==> src/hdl/rect80_pkg.sv <==
// Shared types, constants and round functions for the RECTANGLE-80 encryption block.
// Used by the round cells, the output stage and the top level; depends on nothing else.

package rect80_pkg;

  // Number of cipher rounds; the round key after the last round whitens the output.
  localparam int ROUNDS = 25;

  localparam int BLOCK_W = 64;
  localparam int ROW_W   = 16;
  localparam int KEY_W   = 80;
  localparam int RC_W    = 5;
  localparam int RC_IDX_W = 5;

  // Configuration register indexes.
  localparam logic REG_KEY_LOW  = 1'b0;
  localparam logic REG_KEY_HIGH = 1'b1;

  // Forward link between neighboring cells: a block in flight and the key state.
  typedef struct packed {
    logic               valid;
    logic [BLOCK_W-1:0] data;
    logic [KEY_W-1:0]   key;
  } link_t;

  // Four-bit S-box.
  function automatic logic [3:0] sbox(input logic [3:0] x);
    logic [3:0] y;
    case (x)
      4'h0: y = 4'h6;
      4'h1: y = 4'h5;
      4'h2: y = 4'hc;
      4'h3: y = 4'ha;
      4'h4: y = 4'h1;
      4'h5: y = 4'he;
      4'h6: y = 4'h7;
      4'h7: y = 4'h9;
      4'h8: y = 4'hb;
      4'h9: y = 4'h0;
      4'ha: y = 4'h3;
      4'hb: y = 4'hd;
      4'hc: y = 4'h8;
      4'hd: y = 4'hf;
      4'he: y = 4'h4;
      4'hf: y = 4'h2;
      default: y = 4'h0;
    endcase
    return y;
  endfunction

  // Round constants of the key schedule, one per key step.
  function automatic logic [RC_W-1:0] rc_table(input logic [RC_IDX_W-1:0] idx);
    logic [RC_W-1:0] rc;
    case (idx)
      5'd0:  rc = 5'h01;
      5'd1:  rc = 5'h02;
      5'd2:  rc = 5'h04;
      5'd3:  rc = 5'h09;
      5'd4:  rc = 5'h12;
      5'd5:  rc = 5'h05;
      5'd6:  rc = 5'h0b;
      5'd7:  rc = 5'h16;
      5'd8:  rc = 5'h0c;
      5'd9:  rc = 5'h19;
      5'd10: rc = 5'h13;
      5'd11: rc = 5'h07;
      5'd12: rc = 5'h0f;
      5'd13: rc = 5'h1f;
      5'd14: rc = 5'h1e;
      5'd15: rc = 5'h1c;
      5'd16: rc = 5'h18;
      5'd17: rc = 5'h11;
      5'd18: rc = 5'h03;
      5'd19: rc = 5'h06;
      5'd20: rc = 5'h0d;
      5'd21: rc = 5'h1b;
      5'd22: rc = 5'h17;
      5'd23: rc = 5'h0e;
      5'd24: rc = 5'h1d;
      default: rc = 5'h00;
    endcase
    return rc;
  endfunction

  // One cipher round after the key XOR: S-box on all columns, then row rotations.
  function automatic logic [BLOCK_W-1:0] round_fn(input logic [BLOCK_W-1:0] s);
    logic [ROW_W-1:0] r0, r1, r2, r3;
    logic [3:0]       col;
    r0 = s[15:0];
    r1 = s[31:16];
    r2 = s[47:32];
    r3 = s[63:48];
    for (int j = 0; j < ROW_W; j++) begin
      col = sbox({s[48+j], s[32+j], s[16+j], s[j]});
      r0[j] = col[0];
      r1[j] = col[1];
      r2[j] = col[2];
      r3[j] = col[3];
    end
    return {{r3[2:0], r3[15:3]}, {r2[3:0], r2[15:4]}, {r1[14:0], r1[15]}, r0};
  endfunction

  // One step of the 80-bit key schedule.
  function automatic logic [KEY_W-1:0] key_step(input logic [KEY_W-1:0] k,
                                                input logic [RC_W-1:0] rc);
    logic [ROW_W-1:0] k0, k1, k2, k3, k4;
    logic [3:0]       col;
    k0 = k[15:0];
    k1 = k[31:16];
    k2 = k[47:32];
    k3 = k[63:48];
    k4 = k[79:64];
    // Only the four rightmost columns pass through the S-box.
    for (int j = 0; j < 4; j++) begin
      col = sbox({k3[j], k2[j], k1[j], k0[j]});
      k0[j] = col[0];
      k1[j] = col[1];
      k2[j] = col[2];
      k3[j] = col[3];
    end
    return {k0,
            {k3[3:0], k3[15:4]} ^ k4,
            k3,
            k2,
            {k0[7:0], k0[15:8]} ^ k1 ^ {{(ROW_W-RC_W){1'b0}}, rc}};
  endfunction

  // Final key XOR and reversal of the four 16-bit words.
  function automatic logic [BLOCK_W-1:0] finish_fn(input logic [BLOCK_W-1:0] s,
                                                   input logic [BLOCK_W-1:0] rk);
    logic [BLOCK_W-1:0] t;
    t = s ^ rk;
    return {t[15:0], t[31:16], t[47:32], t[63:48]};
  endfunction

endpackage

==> src/hdl/rect80_round_cell.sv <==
// One round cell: registers one cipher round of the block and one key schedule step.
// Depends on rect80_pkg.

module rect80_round_cell (
  input  logic                         clk,
  input  logic                         rst,
  input  rect80_pkg::link_t            up,
  output logic                         up_ready,
  input  logic [rect80_pkg::RC_W-1:0]  rc,
  output rect80_pkg::link_t            dn,
  input  logic                         dn_ready
);
  import rect80_pkg::*;

  logic               valid;
  logic [BLOCK_W-1:0] state;
  logic [KEY_W-1:0]   key_state;

  // The cell takes a new block when it is empty or its content moves on.
  assign up_ready = !valid || dn_ready;

  always_ff @(posedge clk) begin
    if (rst) begin
      valid <= 1'b0;
    end else if (up_ready) begin
      valid <= up.valid;
    end
  end

  // Round data: key XOR, S-box layer and row rotations.
  always_ff @(posedge clk) begin
    if (up_ready && up.valid) begin
      state <= round_fn(up.data ^ up.key[BLOCK_W-1:0]);
    end
  end

  // The key state moves down the chain every cycle and settles after a key write.
  always_ff @(posedge clk) begin
    key_state <= key_step(up.key, rc);
  end

  assign dn = '{valid: valid, data: state, key: key_state};

endmodule

==> config.mk <==
export PLATFORM = sky130hd
export DESIGN_NAME = rect80_round_cell
export DESIGN_NICKNAME = d
export VERILOG_FILES = /design/src/hdl/rect80_pkg.sv /design/src/hdl/rect80_round_cell.sv
export SDC_FILE = /design/constraint.sdc
export NUM_CORES = 1
export LEC_CHECK = 0
export BUFFER_PORTS_ARGS = -buffer_cell sky130_fd_sc_hd__clkbuf_2
export CAP_MARGIN = 20
export CORE_MARGIN = 2
export CORE_UTILIZATION = 25
export CTS_BUF_LIST = sky130_fd_sc_hd__clkbuf_8
export DETAILED_ROUTE_END_ITERATION = 7
export PLACE_DENSITY = 0.53
export SYNTH_ARGS = -nofsm -noshare
export SYNTH_HDL_FRONTEND = slang
export SYNTH_SLANG_ARGS = --single-unit
==> constraint.sdc <==
create_clock -name clk -period 5.3 [get_ports clk]
set_input_delay 0.53 -clock clk [delete_from_list [all_inputs] [get_ports clk]]
set_output_delay 0.53 -clock clk [all_outputs]
set_load 0.02 [all_outputs]
-- After elaboration in Yosys (flattened, before gate mapping)
Memories as Yosys holds them, arrays and structs flattened. A register that Yosys moved wholly into a read port is not among the register bits.
Cells that the tools add are included.
- flip-flop bits (word level): 81
- ROM bits: 1280
- input bits: 153
- output and inout port bits: 146
- logic and storage cells: 29
- memories kept: 20
- memories (memory ; depth ; bits a word ; read ports ; clocked after memory_dff ; wr ports ; RTL line ; RTL):
    (no name shown) ; 16 ; 4 ; 1 ; 0 ; 0 ; rect80_pkg.sv:29 ; case (x)
    (no name shown) ; 16 ; 4 ; 1 ; 0 ; 0 ; rect80_pkg.sv:29 ;
    (no name shown) ; 16 ; 4 ; 1 ; 0 ; 0 ; rect80_pkg.sv:29 ;
    (no name shown) ; 16 ; 4 ; 1 ; 0 ; 0 ; rect80_pkg.sv:29 ;
    (no name shown) ; 16 ; 4 ; 1 ; 1 ; 0 ; rect80_pkg.sv:29 ;
    (no name shown) ; 16 ; 4 ; 1 ; 1 ; 0 ; rect80_pkg.sv:29 ;
    +14 memories ; - ; - ; - ; - ; - ; - ;
- bitwise operators: 4
- reductions and logical operators: 3
- operator list (kind ; count):
    $xor A64 B64 Y64 ; 1
    $xor A16 B16 Y16 ; 2
    $xor A16 B5 Y16 ; 1
    $logic_and A1 B1 Y1 ; 1
    $logic_not A1 Y1 ; 1
    $logic_or A1 B1 Y1 ; 1

-- Logic depth before layout (Yosys ltp)
- depth in word-level cells: 3
- depth in mapped cells: 8
- gate-level depth less buffers: 8

-- Worst setup path before layout
No wires, ideal clock.
- path type: input to register
- start point: in dn_ready
- end point: reg state[0], enable pin
- setup time: 0.429 ns
- data arrival time: 2.337 ns
- required time: 4.871 ns
- path slack: 2.534 ns
- stages: 2
- buffers on the path: 0
- path through: nand2b_1 -> and2_1
- longest elaborated chain between the ends: 2
- ends and longest elaborated chain (element ; RTL line ; RTL):
    start: declaration ; rect80_round_cell.sv:11 ; input logic dn_ready
    $logic_or A1 B1 Y1 ; rect80_round_cell.sv:20 ; assign up_ready = !valid || dn_ready;
    $logic_and A1 B1 Y1 ; rect80_round_cell.sv:32 ; if (up_ready && up.valid) begin
    end: declaration ; rect80_round_cell.sv:16 ; logic [BLOCK_W-1:0] state;
No other way between the ends.
A chain may end at the register's enable or synchronous reset.

-- Worst setup path in the final report
- start point: in up[28] (netlist name)
- end point: reg state[29] (data pin)
- longest elaborated chain between the ends: 1
- ends and longest elaborated chain (element ; RTL line ; RTL):
    start: declaration ; rect80_round_cell.sv:7 ; input rect80_pkg::link_t up,
    $xor A64 B64 Y64 ; rect80_round_cell.sv:33 ; state <= round_fn(up.data ^ up.key[BLOCK_W-1:0]);
No other way between the ends.

==> run summary <==
======================================================================================
Unrepaired setup endpoints after global routing .........................        false
Synthesized instance count ..............................................          682
Total routing usage reported by global routing ..........................       0.1138
Pins over their slew limit ..............................................            0
Final routed wirelength across all metal layers .........................     17.83 mm
Ordered list of cells on the worst path ................................. clkbuf_2 -> xnor2_1 -> inv_1 -> ha_1 -> o21ai_0 -> xnor2_1
TritonCTS clock tree ....................................................         done
Finish-stage setup viols ................................................            0
Synth top area share ....................................................       0.2546
Register bit count reported by yosys ....................................          145
Detailed Route Iter0 Violations .........................................          189
Number of buffers added to fix hold violations after cts ................            0
Worst clock skew ........................................................   0.01258 ns
Most frequent cell after synthesis ...................................... sky130_fd_sc_hd__ha_1
# port buffers ..........................................................          298
Most common flop cell mapped by yosys ................................... sky130_fd_sc_hd__dfxtp_1
Number of global-route vias before repair ...............................         5334
Top Family by Delay on Critical Path .................................... XOR/XNOR gates
Crit path time final ....................................................     1.651 ns
First drt pass iteration count ..........................................            4
Actual slew at the worst max-slew pin ...................................    0.9614 ns
TritonCTS buffer count ..................................................           17
Number of distinct standard cells referenced by the synthesized netlist .           31
Critical path startpoint category .......................................   input port
Post-Syn Area ........................................................... 0.007550 mm2
Maximum VDD drop ........................................................     172.3 uV
Initial antenna violation count .........................................            0
Clock slew at reported path FFs .........................................      0.09 ns
Static Leak .............................................................     4.660 nW
Syn. warnings ...........................................................            0
Maximum level of the CTS H-tree .........................................            4
Buf/Inv on CP ...........................................................            2
Worst min-delay path category ...........................................       in2reg
Period utilization ......................................................       0.3115
Biggest cell delay along the critical path ..............................      0.42 ns
Top area cells in the synthesized netlist ............................... sky130_fd_sc_hd__edfxtp_1 (25%), sky130_fd_sc_hd__dfxtp_1 (21%), sky130_fd_sc_hd__ha_1 (14%)
Count of nets after finishing ...........................................         1226
Worst-case reg-to-reg path depth ........................................            2
Flop2flop setup slack ...................................................      3.66 ns
Remaining antenna violation count .......................................            0
Relative area change from synthesis to final layout .....................       31.07%
Worst reg2reg startpoint ................................................        valid
Pin count of the biggest net entering global routing ....................           65
Pwr dens ................................................................ 323.5 mW/mm2
Reg2reg end .............................................................    state[36]
Worst-path cell with the longest stage delay ............................ sky130_fd_sc_hd__xnor2_1
Vias ....................................................................         5628
Wire length of the first global-routing pass ............................     27.41 mm
Share of the yosys chip area belonging to registers .....................       0.4693
Most common library cells after synthesis ............................... sky130_fd_sc_hd__ha_1 (83), sky130_fd_sc_hd__dfxtp_1 (81), sky130_fd_sc_hd__xor2_1 (76), sky130_fd_sc_hd__edfxtp_1 (64), sky130_fd_sc_hd__nor2_1 (54)
Maxcap violations .......................................................            0
Overflow after GRT ......................................................            0
Critical Path Start .....................................................       up[28]
Latest clock arrival within the worst-skew pair .........................      0.47 ns
Post-route DRC ..........................................................            0
WL per Instance .........................................................     12.80 um
Number of placed I/O pins ...............................................          299
Global placement routability congestion .................................       0.7471
Cell repeated most along the worst path ................................. sky130_fd_sc_hd__xnor2_1
Setup CP Type ...........................................................       in2reg
Vias per inst ...........................................................        4.040
Arrival time worst endpoint .............................................      1.85 ns
Result of the run ....................................................... complete, no violations
Maximum buffer depth of the clock tree ..................................            2
# clock sinks ...........................................................          145
Relative slew slack .....................................................       0.3591
Number of enable-type register cells in the synthesized netlist .........           64
WP data required ........................................................      5.50 ns
CTS resizes .............................................................            0
Standard-cell rows ......................................................           63
Clock root buffer ....................................................... sky130_fd_sc_hd__clkbuf_8
Net count of the mapped netlist .........................................          918
Worst setup path end ....................................................    state[29]
Maximum frequency from static timing analysis ...........................   0.6057 GHz
Post-synth ARST share ...................................................            0
Half-perimeter wire length of the detailed placement result .............     14.05 mm
Utilization after layout ................................................       0.3330
Syn Area/Cell ...........................................................    11.07 um2
Die span in x ...........................................................     177.8 um
Die Footprint ...........................................................  0.03161 mm2
Worst hold stages .......................................................            1
Postcts setup bufs ......................................................            0
Y dimension of the die ..................................................     177.8 um
Final hold violation count ..............................................            0
Initial core utilization ................................................       0.2541
Highest fanout seen on the critical path ................................            6
Critical path endpoint category .........................................     register
Most area-hungry cell type in the Yosys netlist ......................... sky130_fd_sc_hd__edfxtp_1
Share of layout cells above drive strength 1 ............................       0.3549
Total stage count of the critical path ..................................            6
Overall power ...........................................................     3.201 mW
Setup total negative slack ..............................................         0 ns
Core Box Area ...........................................................  0.02972 mm2
Final antenna diode count ...............................................            0
======================================================================================
## per-layer routing
metal	GRT usage	wire length [um]	vias up	share of wire
met1	0.1269	7382	2514	0.41
met3	0.04884	1605	18	0.090
li1	-	-	2908	-
met5	0	0	-	0
met2	0.1911	8515	188	0.48
met4	0.04440	326	0	0.018
## power by group
| group | internal, mW | total, mW | switching [mW] |
|---|---|---|---|
| combinational | 0.328 | 0.881 | 0.553 |
| clock | 0.492 | 0.950 | 0.458 |
| sequential | 1.34 | 1.37 | 0.0345 |
## worst min path at each step
stage	start	endpoint
CTS	up[41]	key_state[25]
detailed placement	valid	valid
global route	up[43]	key_state[27]
finish	up[43]	key_state[27]
global placement	valid	valid
floorplan	up[36]	key_state[20]
## placed cells by master, fill, tap and decap left out, drive strengths merged, types with 2 or more instances in the layout
master  count
a211oi      9
a21oi      34
a221oi      4
a31oi       3
bufinv      3
clkbuf    317
clkinv      2
dfxtp      81
edfxtp     64
ha         83
inv        48
mux2       13
mux2i      13
nand2      47
nand2b      4
nand3       7
nor2       54
nor3       14
nor3b       6
o21a        3
o21ai      47
or3         3
xnor2      57
xor2       83
## worst register-to-register path: cells and delay by family, from the launching register on
kind	cells	cell delay (ns)
flops	1	0.32
simple gates	2	0.91
## final cells by class
cell class | instances | area, um2
fillers | 3047 | 19820
multi-input cells | 487 | 3800
flip-flops and latches | 145 | 3543
repair buffers | 298 | 1491
well taps | 390 | 488.0
clock buffers | 19 | 261.5
clock inverters | 13 | 157.7
inverters | 41 | 153.9
## metrics by stage
stage | cell area, um2 | worst slack [ns] | std cells | hold WS [ns]
floorplan | 7550 | 2.534 | 682 | 0.5577
global route | 9896 | 3.448 | 1393 | 0.1286
finish | 9896 | 3.649 | 1393 | 0.1865
global placement | 9477 | 3.149 | 1361 | 0.5122
detailed placement | 9477 | 3.083 | 1361 | 0.5310
CTS | 9896 | 3.613 | 1393 | 0.1241
## cell families (layout without fill, tap and decap cells)
family                   Yosys count  after routing  share of synthesized area
XOR/XNOR                         140            140                     0.1743
AND/OR/NAND/NOR                  137            137                    0.07773
flip-flops                       145            145                     0.4693
AO/OA/AOI/OAI                    101            101                    0.07574
buffers and inverters             50            371                    0.02768
multiplexers                      26             26                    0.03762
adder cells (fa/ha/maj)           83             83                     0.1376
## flip-flops by register name, summed over array words and instances (netlist names)
name	cells
key_state	80
state	64
valid	1
Power figures use the tool's default switching activity.
