File: src/hdl/rect80_pkg.sv
// Shared types, constants and round functions for the RECTANGLE-80 encryption block.
// Used by the round cells, the output stage and the top level; depends on nothing else.

package rect80_pkg;

  // Number of cipher rounds; the round key after the last round whitens the output.
  localparam int ROUNDS = 25;

  localparam int BLOCK_W = 64;
  localparam int ROW_W   = 16;
  localparam int KEY_W   = 80;
  localparam int RC_W    = 5;
  localparam int RC_IDX_W = 5;

  // Configuration register indexes.
  localparam logic REG_KEY_LOW  = 1'b0;
  localparam logic REG_KEY_HIGH = 1'b1;

  // Forward link between neighboring cells: a block in flight and the key state.
  typedef struct packed {
    logic               valid;
    logic [BLOCK_W-1:0] data;
    logic [KEY_W-1:0]   key;
  } link_t;

  // Four-bit S-box.
  function automatic logic [3:0] sbox(input logic [3:0] x);
    logic [3:0] y;
    case (x)
      4'h0: y = 4'h6;
      4'h1: y = 4'h5;
      4'h2: y = 4'hc;
      4'h3: y = 4'ha;
      4'h4: y = 4'h1;
      4'h5: y = 4'he;
      4'h6: y = 4'h7;
      4'h7: y = 4'h9;
      4'h8: y = 4'hb;
      4'h9: y = 4'h0;
      4'ha: y = 4'h3;
      4'hb: y = 4'hd;
      4'hc: y = 4'h8;
      4'hd: y = 4'hf;
      4'he: y = 4'h4;
      4'hf: y = 4'h2;
      default: y = 4'h0;
    endcase
    return y;
  endfunction

  // Round constants of the key schedule, one per key step.
  function automatic logic [RC_W-1:0] rc_table(input logic [RC_IDX_W-1:0] idx);
    logic [RC_W-1:0] rc;
    case (idx)
      5'd0:  rc = 5'h01;
      5'd1:  rc = 5'h02;
      5'd2:  rc = 5'h04;
      5'd3:  rc = 5'h09;
      5'd4:  rc = 5'h12;
      5'd5:  rc = 5'h05;
      5'd6:  rc = 5'h0b;
      5'd7:  rc = 5'h16;
      5'd8:  rc = 5'h0c;
      5'd9:  rc = 5'h19;
      5'd10: rc = 5'h13;
      5'd11: rc = 5'h07;
      5'd12: rc = 5'h0f;
      5'd13: rc = 5'h1f;
      5'd14: rc = 5'h1e;
      5'd15: rc = 5'h1c;
      5'd16: rc = 5'h18;
      5'd17: rc = 5'h11;
      5'd18: rc = 5'h03;
      5'd19: rc = 5'h06;
      5'd20: rc = 5'h0d;
      5'd21: rc = 5'h1b;
      5'd22: rc = 5'h17;
      5'd23: rc = 5'h0e;
      5'd24: rc = 5'h1d;
      default: rc = 5'h00;
    endcase
    return rc;
  endfunction

  // One cipher round after the key XOR: S-box on all columns, then row rotations.
  function automatic logic [BLOCK_W-1:0] round_fn(input logic [BLOCK_W-1:0] s);
    logic [ROW_W-1:0] r0, r1, r2, r3;
    logic [3:0]       col;
    r0 = s[15:0];
    r1 = s[31:16];
    r2 = s[47:32];
    r3 = s[63:48];
    for (int j = 0; j < ROW_W; j++) begin
      col = sbox({s[48+j], s[32+j], s[16+j], s[j]});
      r0[j] = col[0];
      r1[j] = col[1];
      r2[j] = col[2];
      r3[j] = col[3];
    end
    return {{r3[2:0], r3[15:3]}, {r2[3:0], r2[15:4]}, {r1[14:0], r1[15]}, r0};
  endfunction

  // One step of the 80-bit key schedule.
  function automatic logic [KEY_W-1:0] key_step(input logic [KEY_W-1:0] k,
                                                input logic [RC_W-1:0] rc);
    logic [ROW_W-1:0] k0, k1, k2, k3, k4;
    logic [3:0]       col;
    k0 = k[15:0];
    k1 = k[31:16];
    k2 = k[47:32];
    k3 = k[63:48];
    k4 = k[79:64];
    // Only the four rightmost columns pass through the S-box.
    for (int j = 0; j < 4; j++) begin
      col = sbox({k3[j], k2[j], k1[j], k0[j]});
      k0[j] = col[0];
      k1[j] = col[1];
      k2[j] = col[2];
      k3[j] = col[3];
    end
    return {k0,
            {k3[3:0], k3[15:4]} ^ k4,
            k3,
            k2,
            {k0[7:0], k0[15:8]} ^ k1 ^ {{(ROW_W-RC_W){1'b0}}, rc}};
  endfunction

  // Final key XOR and reversal of the four 16-bit words.
  function automatic logic [BLOCK_W-1:0] finish_fn(input logic [BLOCK_W-1:0] s,
                                                   input logic [BLOCK_W-1:0] rk);
    logic [BLOCK_W-1:0] t;
    t = s ^ rk;
    return {t[15:0], t[31:16], t[47:32], t[63:48]};
  endfunction

endpackage

File: src/hdl/rect80_out_stage.sv
// Output stage: final whitening key, word reversal and the result register.
// Depends on rect80_pkg.

module rect80_out_stage (
  input  logic                            clk,
  input  logic                            rst,
  input  rect80_pkg::link_t               up,
  output logic                            up_ready,
  output logic                            m_axis_tvalid,
  input  logic                            m_axis_tready,
  output logic [rect80_pkg::BLOCK_W-1:0]  m_axis_tdata
);
  import rect80_pkg::*;

  // The result register frees when empty or when the current result transfers.
  assign up_ready = !m_axis_tvalid || m_axis_tready;

  always_ff @(posedge clk) begin
    if (rst) begin
      m_axis_tvalid <= 1'b0;
    end else if (up_ready) begin
      m_axis_tvalid <= up.valid;
    end
  end

  always_ff @(posedge clk) begin
    if (up_ready && up.valid) begin
      m_axis_tdata <= finish_fn(up.data, up.key[BLOCK_W-1:0]);
    end
  end

endmodule

File: config.mk
export PLATFORM = sky130hd
export DESIGN_NAME = rect80_out_stage
export DESIGN_NICKNAME = d
export VERILOG_FILES = /design/src/hdl/rect80_pkg.sv /design/src/hdl/rect80_out_stage.sv
export SDC_FILE = /design/constraint.sdc
export NUM_CORES = 1
export LEC_CHECK = 0
export BUFFER_PORTS_ARGS = -buffer_cell sky130_fd_sc_hd__buf_2
export CORE_AREA = 2 2 84 86
export CTS_BUF_LIST = sky130_fd_sc_hd__clkbuf_8
export DETAILED_ROUTE_END_ITERATION = 8
export DIE_AREA = 0 0 86 88
export PLACE_DENSITY_LB_ADDON = 0.25
export SLEW_MARGIN = 15
export SYNTH_ARGS = -nofsm -noshare
export SYNTH_HDL_FRONTEND = slang
export SYNTH_SLANG_ARGS = --single-unit
File: constraint.sdc
create_clock -name clk -period 2.35 [get_ports clk]
set_clock_uncertainty 0.2 [all_clocks]
set_input_delay 0.235 -clock clk [delete_from_list [all_inputs] [get_ports clk]]
set_output_delay 0.235 -clock clk [all_outputs]
set_load 0.01 [all_outputs]
-- Yosys cells after proc, flatten, opt, wreduce, memory -nomap -nowiden
Cells that the tools add are included.
W data, S select, Z words.
- flip-flop bits (word level): 65
- logic and storage cells: 6
- bitwise logic cells: 1
- reductions and logical operators: 3
- operator list (operator ; number):
    $xor A64 B64 Y64 ; 1
    $logic_and A1 B1 Y1 ; 1
    $logic_not A1 Y1 ; 1
    $logic_or A1 B1 Y1 ; 1

-- Longest topological paths before layout
Gate-level depths: netlist of run 1.
- depth after elaboration: 3
- depth in mapped cells: 2
- mapped depth without buffers: 2

-- Worst setup path after synthesis of run 1
No wires, ideal clock.
- path type: register to register
- start point: reg m_axis_tvalid
- end point: reg m_axis_tdata[0] in the netlist's numbering (enable)
- library setup time: 377 ps
- arrival: 1003 ps
- data required time: 1773 ps
- slack: 771 ps
- cell stages (with the launch flop): 3
- path buffers: 0
- clock period less this slack: 1579 ps
- cell sequence: dfxtp_1 > nand2b_4 > and2_4
- longest elaborated chain between the ends: 3
- ends and longest elaborated chain (what ; RTL line ; RTL):
    start, declared ; rect80_out_stage.sv:9 ; output logic m_axis_tvalid,
    start signal, assigned ; rect80_out_stage.sv:22 ; m_axis_tvalid <= up.valid;
    $logic_not A1 Y1 ; rect80_out_stage.sv:16 ; assign up_ready = !m_axis_tvalid || m_axis_tready;
    $logic_or A1 B1 Y1 ; rect80_out_stage.sv:16 ;
    named net up_ready ; rect80_out_stage.sv:8 ; output logic up_ready,
    $logic_and A1 B1 Y1 ; rect80_out_stage.sv:27 ; if (up_ready && up.valid) begin
    end signal, assigned ; rect80_out_stage.sv:28 ; m_axis_tdata <= finish_fn(up.data, up.key[BLOCK_W-1:0]);
    end, declared ; rect80_out_stage.sv:11 ; output logic [rect80_pkg::BLOCK_W-1:0] m_axis_tdata
The timed path passes the listed nets, and every way through them passes these cells.
A chain may end at the register's enable or synchronous reset.

-- Worst setup path in the final report of run 1
- start point: in up[95] in the netlist's numbering
- end point: reg m_axis_tdata[63] in the netlist's numbering (data pin)
- longest elaborated chain between the ends: 1
- ends and longest elaborated chain (what ; RTL line ; RTL):
    start, declared ; rect80_out_stage.sv:7 ; input rect80_pkg::link_t up,
    $xor A64 B64 Y64 ; rect80_pkg.sv:132 ; t = s ^ rk;
Every way passes these cells.

==> impl_metrics.yaml, run 1 <==
clock_tree:
  post_cts_buffers: 0
  clockBufferDepth: 2
  cts_sinks: 65
  clock_latency_ps: 320
  cts_root_buf: "clkbuf_8"
  htree_levels: 3
  cts.clk_slew.worst_paths_ps: 70
  cts_tree: "built"
  tritoncts.num_buffers: 9
final_layout:
  diodes: 0
  layout.nets: 555
  syn_to_final_growth_pct: 76.2
  final_common_cell: "buf_2"
  final_area_mm2: 0.00447
  fillers: 505
  drive_above_1_share_pct: 51.9
  mostFrequentLayoutCells: "buf_2 (197), xor2_1 (64), dlygate4sd3_1 (64), edfxtp_1 (64), clkbuf_8 (9)"
worst_setup_path:
  slowest_delay_ps: 550
  worstPathMaxFanout: 1
  reg2reg_to: "m_axis_tdata[27]$_DFFE_PP_"
  cpMostUsedCell: "dlygate4sd3_1"
  crit_type: "input port to register"
  reg2reg_slack_ps: 800
  cp.arrival_ps: 1610
  cp-start-kind: "input port"
  timing.rr.start: "m_axis_tvalid$_SDFFE_PP0P_"
  cp_slowest_cell: "dlygate4sd3_1"
  rr_worst_depth: 3
  crit_chain: "dlygate4sd3_1 -> buf_2 -> xor2_1 -> dlygate4sd3_1"
  cp-end-kind: "register"
  required_ps: 2230
detailed_routing:
  vias: 2082
  drt-total-wl_mm: 6.58
  firstDrtPassIters: 4
  antenna_left: 0
  drc: 0
  routedWlPerCell_um: 13.4
  via_per_inst: 4.23
  dr.first_iter.drc_count: 64
synth:
  ys_seq_area_share_pct: 76.5
  ys_ff_latch: 65
  syn_area_per_cell_um2: 19.1
  syn_nets: 281
  synthesis.area_mm2: 0.00254
  yosys.area.top_type: "edfxtp_1"
  synth_cells: 133
  ys_types: 7
  yosysTopAreaCellShare_pct: 75.7
  ys_warn_count: 0
  synth_area_leaders: "edfxtp_1 (76%), xor2_1 (22%), dfxtp_1 (0.79%)"
pwr:
  vdd_drop_max_uv: 468
  swShare_pct: 22.7
  leakage_nw: 2.08
  power_density_mw_per_mm2: 622
  clkPwrFrac_pct: 31.1
  combPwrFrac_pct: 18.0
  p_sw_mw: 0.630
  p_seq_share_pct: 51.0
  internal-power_mw: 2.15
die:
  die_area_mm2: 0.00757
  initial_core_util_pct: 38.2
  core-area_mm2: 0.00664
  row_count: 30
  die_width_um: 86
  die_h_um: 88
  ios: 214
worst_hold_path:
  min_to: "m_axis_tdata[45]$_DFFE_PP_"
  worstHoldStart: "up[29]"
  hold_depth: 2
  hold_class: "input port to register"
timing:
  worst_pin_slew_ps: 310
  rsz0062_at_grt: "no"
  period_share_pct: 73.7
  drv_slew: 0
  fmax_mhz: 578
  min_period_ps: 1730
  setup-tns-final_ps: 0
  hold_violations: 0
  slew_headroom_pct: 79.3
  setup_viol: 0
grt:
  grtUsageTotal_pct: 17.4
  grt-ovfl-total: 0
  grt_pass1_vias: 2093
  grt_pass1_wl_mm: 9.54
  antenna_found_initial: 0
  grt_max_degree: 31
run:
  cap_viol_max_count: 0
place:
  io_buffers: 197
  hpwl_mm: 4.20
  placed_area_mm2: 0.00365
  gp_congestion: 0.698
status:
  status: "completed"
state kept, by name, summed over array words and instances (netlist names):
signal,count
m_axis_tdata,64
m_axis_tvalid,1
layout make-up:
cell class                 instances  area (um2)  area share (%)
clock buffer                       9         124            2.77
multi-input combinational         67         592            13.2
clock inverter                     7        55.1            1.23
sequential                        65        1940            43.4
tap                               80         100            2.24
inverter                           1        3.75          0.0840
timing repair buffer             263        1650            37.0
synth_stat cells:
| library cell | count |
|---|---|
| edfxtp_1 | 64 |
| xor2_1 | 64 |
| a21oi_2 | 1 |
| and2_4 | 1 |
| dfxtp_1 | 1 |
| inv_1 | 1 |
| nand2b_4 | 1 |
power by group through the flow:
stage	Sequential [mW]	Clock, mW	Combinational, mW
after floorplan	1.50	0	0.0871
after global placement	1.44	0	0.381
after detailed placement	1.44	0	0.388
after CTS	1.42	0.889	0.494
after global routing	1.43	0.953	0.543
final	1.42	0.864	0.500
through the flow:
| stage | setup WS, ps | total power, mW | cells | utilization (%) | hold WS [ps] |
|---|---|---|---|---|---|
| final | 619 | 2.78 | 492 | 67.3 | 14.3 |
| after CTS | 674 | 2.80 | 488 | 66.7 | 0.344 |
| after global routing | 611 | 2.92 | 492 | 67.3 | 1.86 |
| after floorplan | 771 | 1.59 | 133 | - | 97.4 |
| after global placement | 779 | 1.82 | 412 | 55.0 | 197 |
| after detailed placement | 763 | 1.83 | 412 | 55.0 | 207 |
layer usage:
| layer | GRT usage [%] | share of wire, % | up-vias |
|---|---|---|---|
| met4 | 8.66 | 1.6 | 0 |
| li1 | - | - | 1016 |
| met1 | 15.9 | 34 | 946 |
| met2 | 34.2 | 56 | 110 |
| met5 | 0 | 0 | - |
| met3 | 5.37 | 8.6 | 10 |
timing repair:
action / in CTS / in global routing
gates resized for setup: 0 / 0
hold buffers: 60 / 4
hold endpoints to repair: 35 / 3
worst max path at each step:
stage / slack [ps] / to / from / cells after the start
6_report: 620 / m_axis_tdata[63]$_DFFE_PP_ / up[95] / 4
3_5_place_dp: 760 / m_axis_tdata[34]$_DFFE_PP_ / m_axis_tready / 4
2_1_floorplan: 770 / m_axis_tdata[0]$_DFFE_PP_ / m_axis_tvalid$_SDFFE_PP0P_ / 2
4_1_cts: 670 / m_axis_tdata[24]$_DFFE_PP_ / up[120] / 4
5_1_grt: 610 / m_axis_tdata[24]$_DFFE_PP_ / up[120] / 4
3_3_place_gp: 780 / m_axis_tdata[21]$_DFFE_PP_ / m_axis_tready / 4
cell families (layout without fill, tap and decap cells):
family	Yosys count	in the layout	synth area share (%)
AOI/OAI and AO/OA	1	1	0.345
buffers and inverters	1	280	0.148
xor gates and xnor gates	64	64	22.1
DFF	65	65	76.5
and+or+nand+nor	2	2	0.888
critical path, delay by kind of cell:
kind	cells	cell delay, ps
buffers and inverters	3	1240
xor gates and xnor gates	1	140
Note: power is estimated with default switching activity, not from simulation.
==> run 2: changes to the inputs <==
Settings changed: CORE_AREA 2 2 84 86 to not set, CORE_UTILIZATION set to 39, DIE_AREA 0 0 86 88 to not set.
Clock period 2.35 ns to 1.78 ns, I/O delays scaled along.
==> run 2 against run 1 <==
Compared with the run above:
- the flow now stops in clock tree synthesis (4_1_cts)
- synthesized cell count unchanged
- synthesized area unchanged
==> impl_metrics.yaml, run 2 <==
status:
  status: "stopped before the end"
  stop_stage: "clock tree synthesis (4_1_cts)"
  error_line: "[ERROR RSZ-0060] Max buffer count reached."
synth:
  ys.flop_type: "edfxtp_1"
  synth.area.mux_share_pct: 0
  synth_xor_area_share_pct: 22.1
  yosysTopAreaCellShare_pct: 75.7
  synth-simple-area-share_pct: 0.888
  ys_warn_count: 0
  synth_area_leaders: "edfxtp_1 (76%), xor2_1 (22%), dfxtp_1 (0.79%)"
  ys_seq_area_share_pct: 76.5
  async_reset_ff_share_pct: 0
  synth_edf_count: 64
  syn_area_per_cell_um2: 19.1
  synth_cells: 133
  yosys.area.top_type: "edfxtp_1"
  synthesis.area_mm2: 0.00254
  synth_compound_area_share_pct: 0.345
  ys_types: 7
  synth_adder_area_share_pct: 0
  synth_top_family_by_area: "XOR/XNOR gates"
  ys_ff_latch: 65
  syn_nets: 281
  synth_top_cells_by_count: "edfxtp_1 (64), xor2_1 (64)"
clock_tree:
  clockBufferDepth: 2
  cts_sinks: 65
  postCtsHoldBufs: 102
  post_cts_buffers: 0
  tritoncts.num_buffers: 9
  post_cts_resized: 0
  htree_levels: 3
  cts_root_buf: "clkbuf_8"
die:
  initial_core_util_pct: 40.2
  die_h_um: 82.7
  die_width_um: 82.7
  row_count: 29
  ios: 214
place:
  place_ws_ps: 376
  gp_congestion: 0.719
  hpwl_mm: 3.87
  io_buffers: 197
==> run 2: cell counts after synthesis <==
Identical to the previous run, type by type.
==> run 2: cells by family after synthesis <==
group / Yosys count
flops: 65
xor+xnor: 64
simple gates: 2
compound gates: 1
buf+inv: 1
==> run 2: per-stage QoR <==
step / std cells / util [%] / cell area [um2] / hold slack [ps]
floorplan: 133 / - / 2540 / 40.4
global placement: 408 / 57.6 / 3640 / 140
detailed placement: 408 / 57.6 / 3640 / 145
==> run 3: changes to the inputs <==
Settings changed: CORE_UTILIZATION 39 to 38, CTS_BUF_LIST sky130_fd_sc_hd__clkbuf_8 to not set, PLACE_DENSITY_LB_ADDON 0.25 to 0.15.
==> run 3 against run 2 <==
Compared with the run above:
- the run again fails in clock tree synthesis (4_1_cts)
- synthesized cell count did not move
- synthesized area did not move
==> impl_metrics.yaml, run 3 <==
synth:
  synth_top_cells_by_count: "edfxtp_1 (64), xor2_1 (64)"
  async_reset_ff_share_pct: 0
  ys_types: 7
  ys_warn_count: 0
  synth_edf_count: 64
  synth_cells: 133
  yosysTopAreaCellShare_pct: 75.7
  ys_ff_latch: 65
  syn_area_per_cell_um2: 19.1
  synth_area_leaders: "edfxtp_1 (76%), xor2_1 (22%), dfxtp_1 (0.79%)"
  yosys.area.top_type: "edfxtp_1"
  ys_seq_area_share_pct: 76.5
  syn_nets: 281
  ys.flop_type: "edfxtp_1"
  synthesis.area_mm2: 0.00254
clock_tree:
  postCtsHoldBufs: 102
  htree_levels: 3
  tritoncts.num_buffers: 9
  post_cts_buffers: 0
  post_cts_resized: 0
  cts_sinks: 65
  cts_root_buf: "clkbuf_8"
  clockBufferDepth: 2
die:
  initial_core_util_pct: 39.7
  row_count: 29
  ios: 214
  die_width_um: 83.7
  die_h_um: 83.7
status:
  status: "stopped before the end"
  stop_stage: "clock tree synthesis (4_1_cts)"
  error_line: "[ERROR RSZ-0060] Max buffer count reached."
place:
  io_buffers: 197
  gp_congestion: 0.682
  hpwl_mm: 4.17
## run 3: cell counts after synthesis
Identical to the previous run, type by type.
## run 3: stage by stage
stage	hold WS, ps	std cells	instance area, um2	util (%)	setup slack [ps]
3_5_place_dp	150	409	3660	57.3	352
2_1_floorplan	40.4	133	2540	-	201
3_3_place_gp	146	409	3660	57.3	372
## run 3: cells by family after synthesis
group	after synthesis	synth area share (%)
xor+xnor	64	22.1
flops	65	76.5
buf+inv	1	0.148
simple gates	2	0.888
compound gates	1	0.345
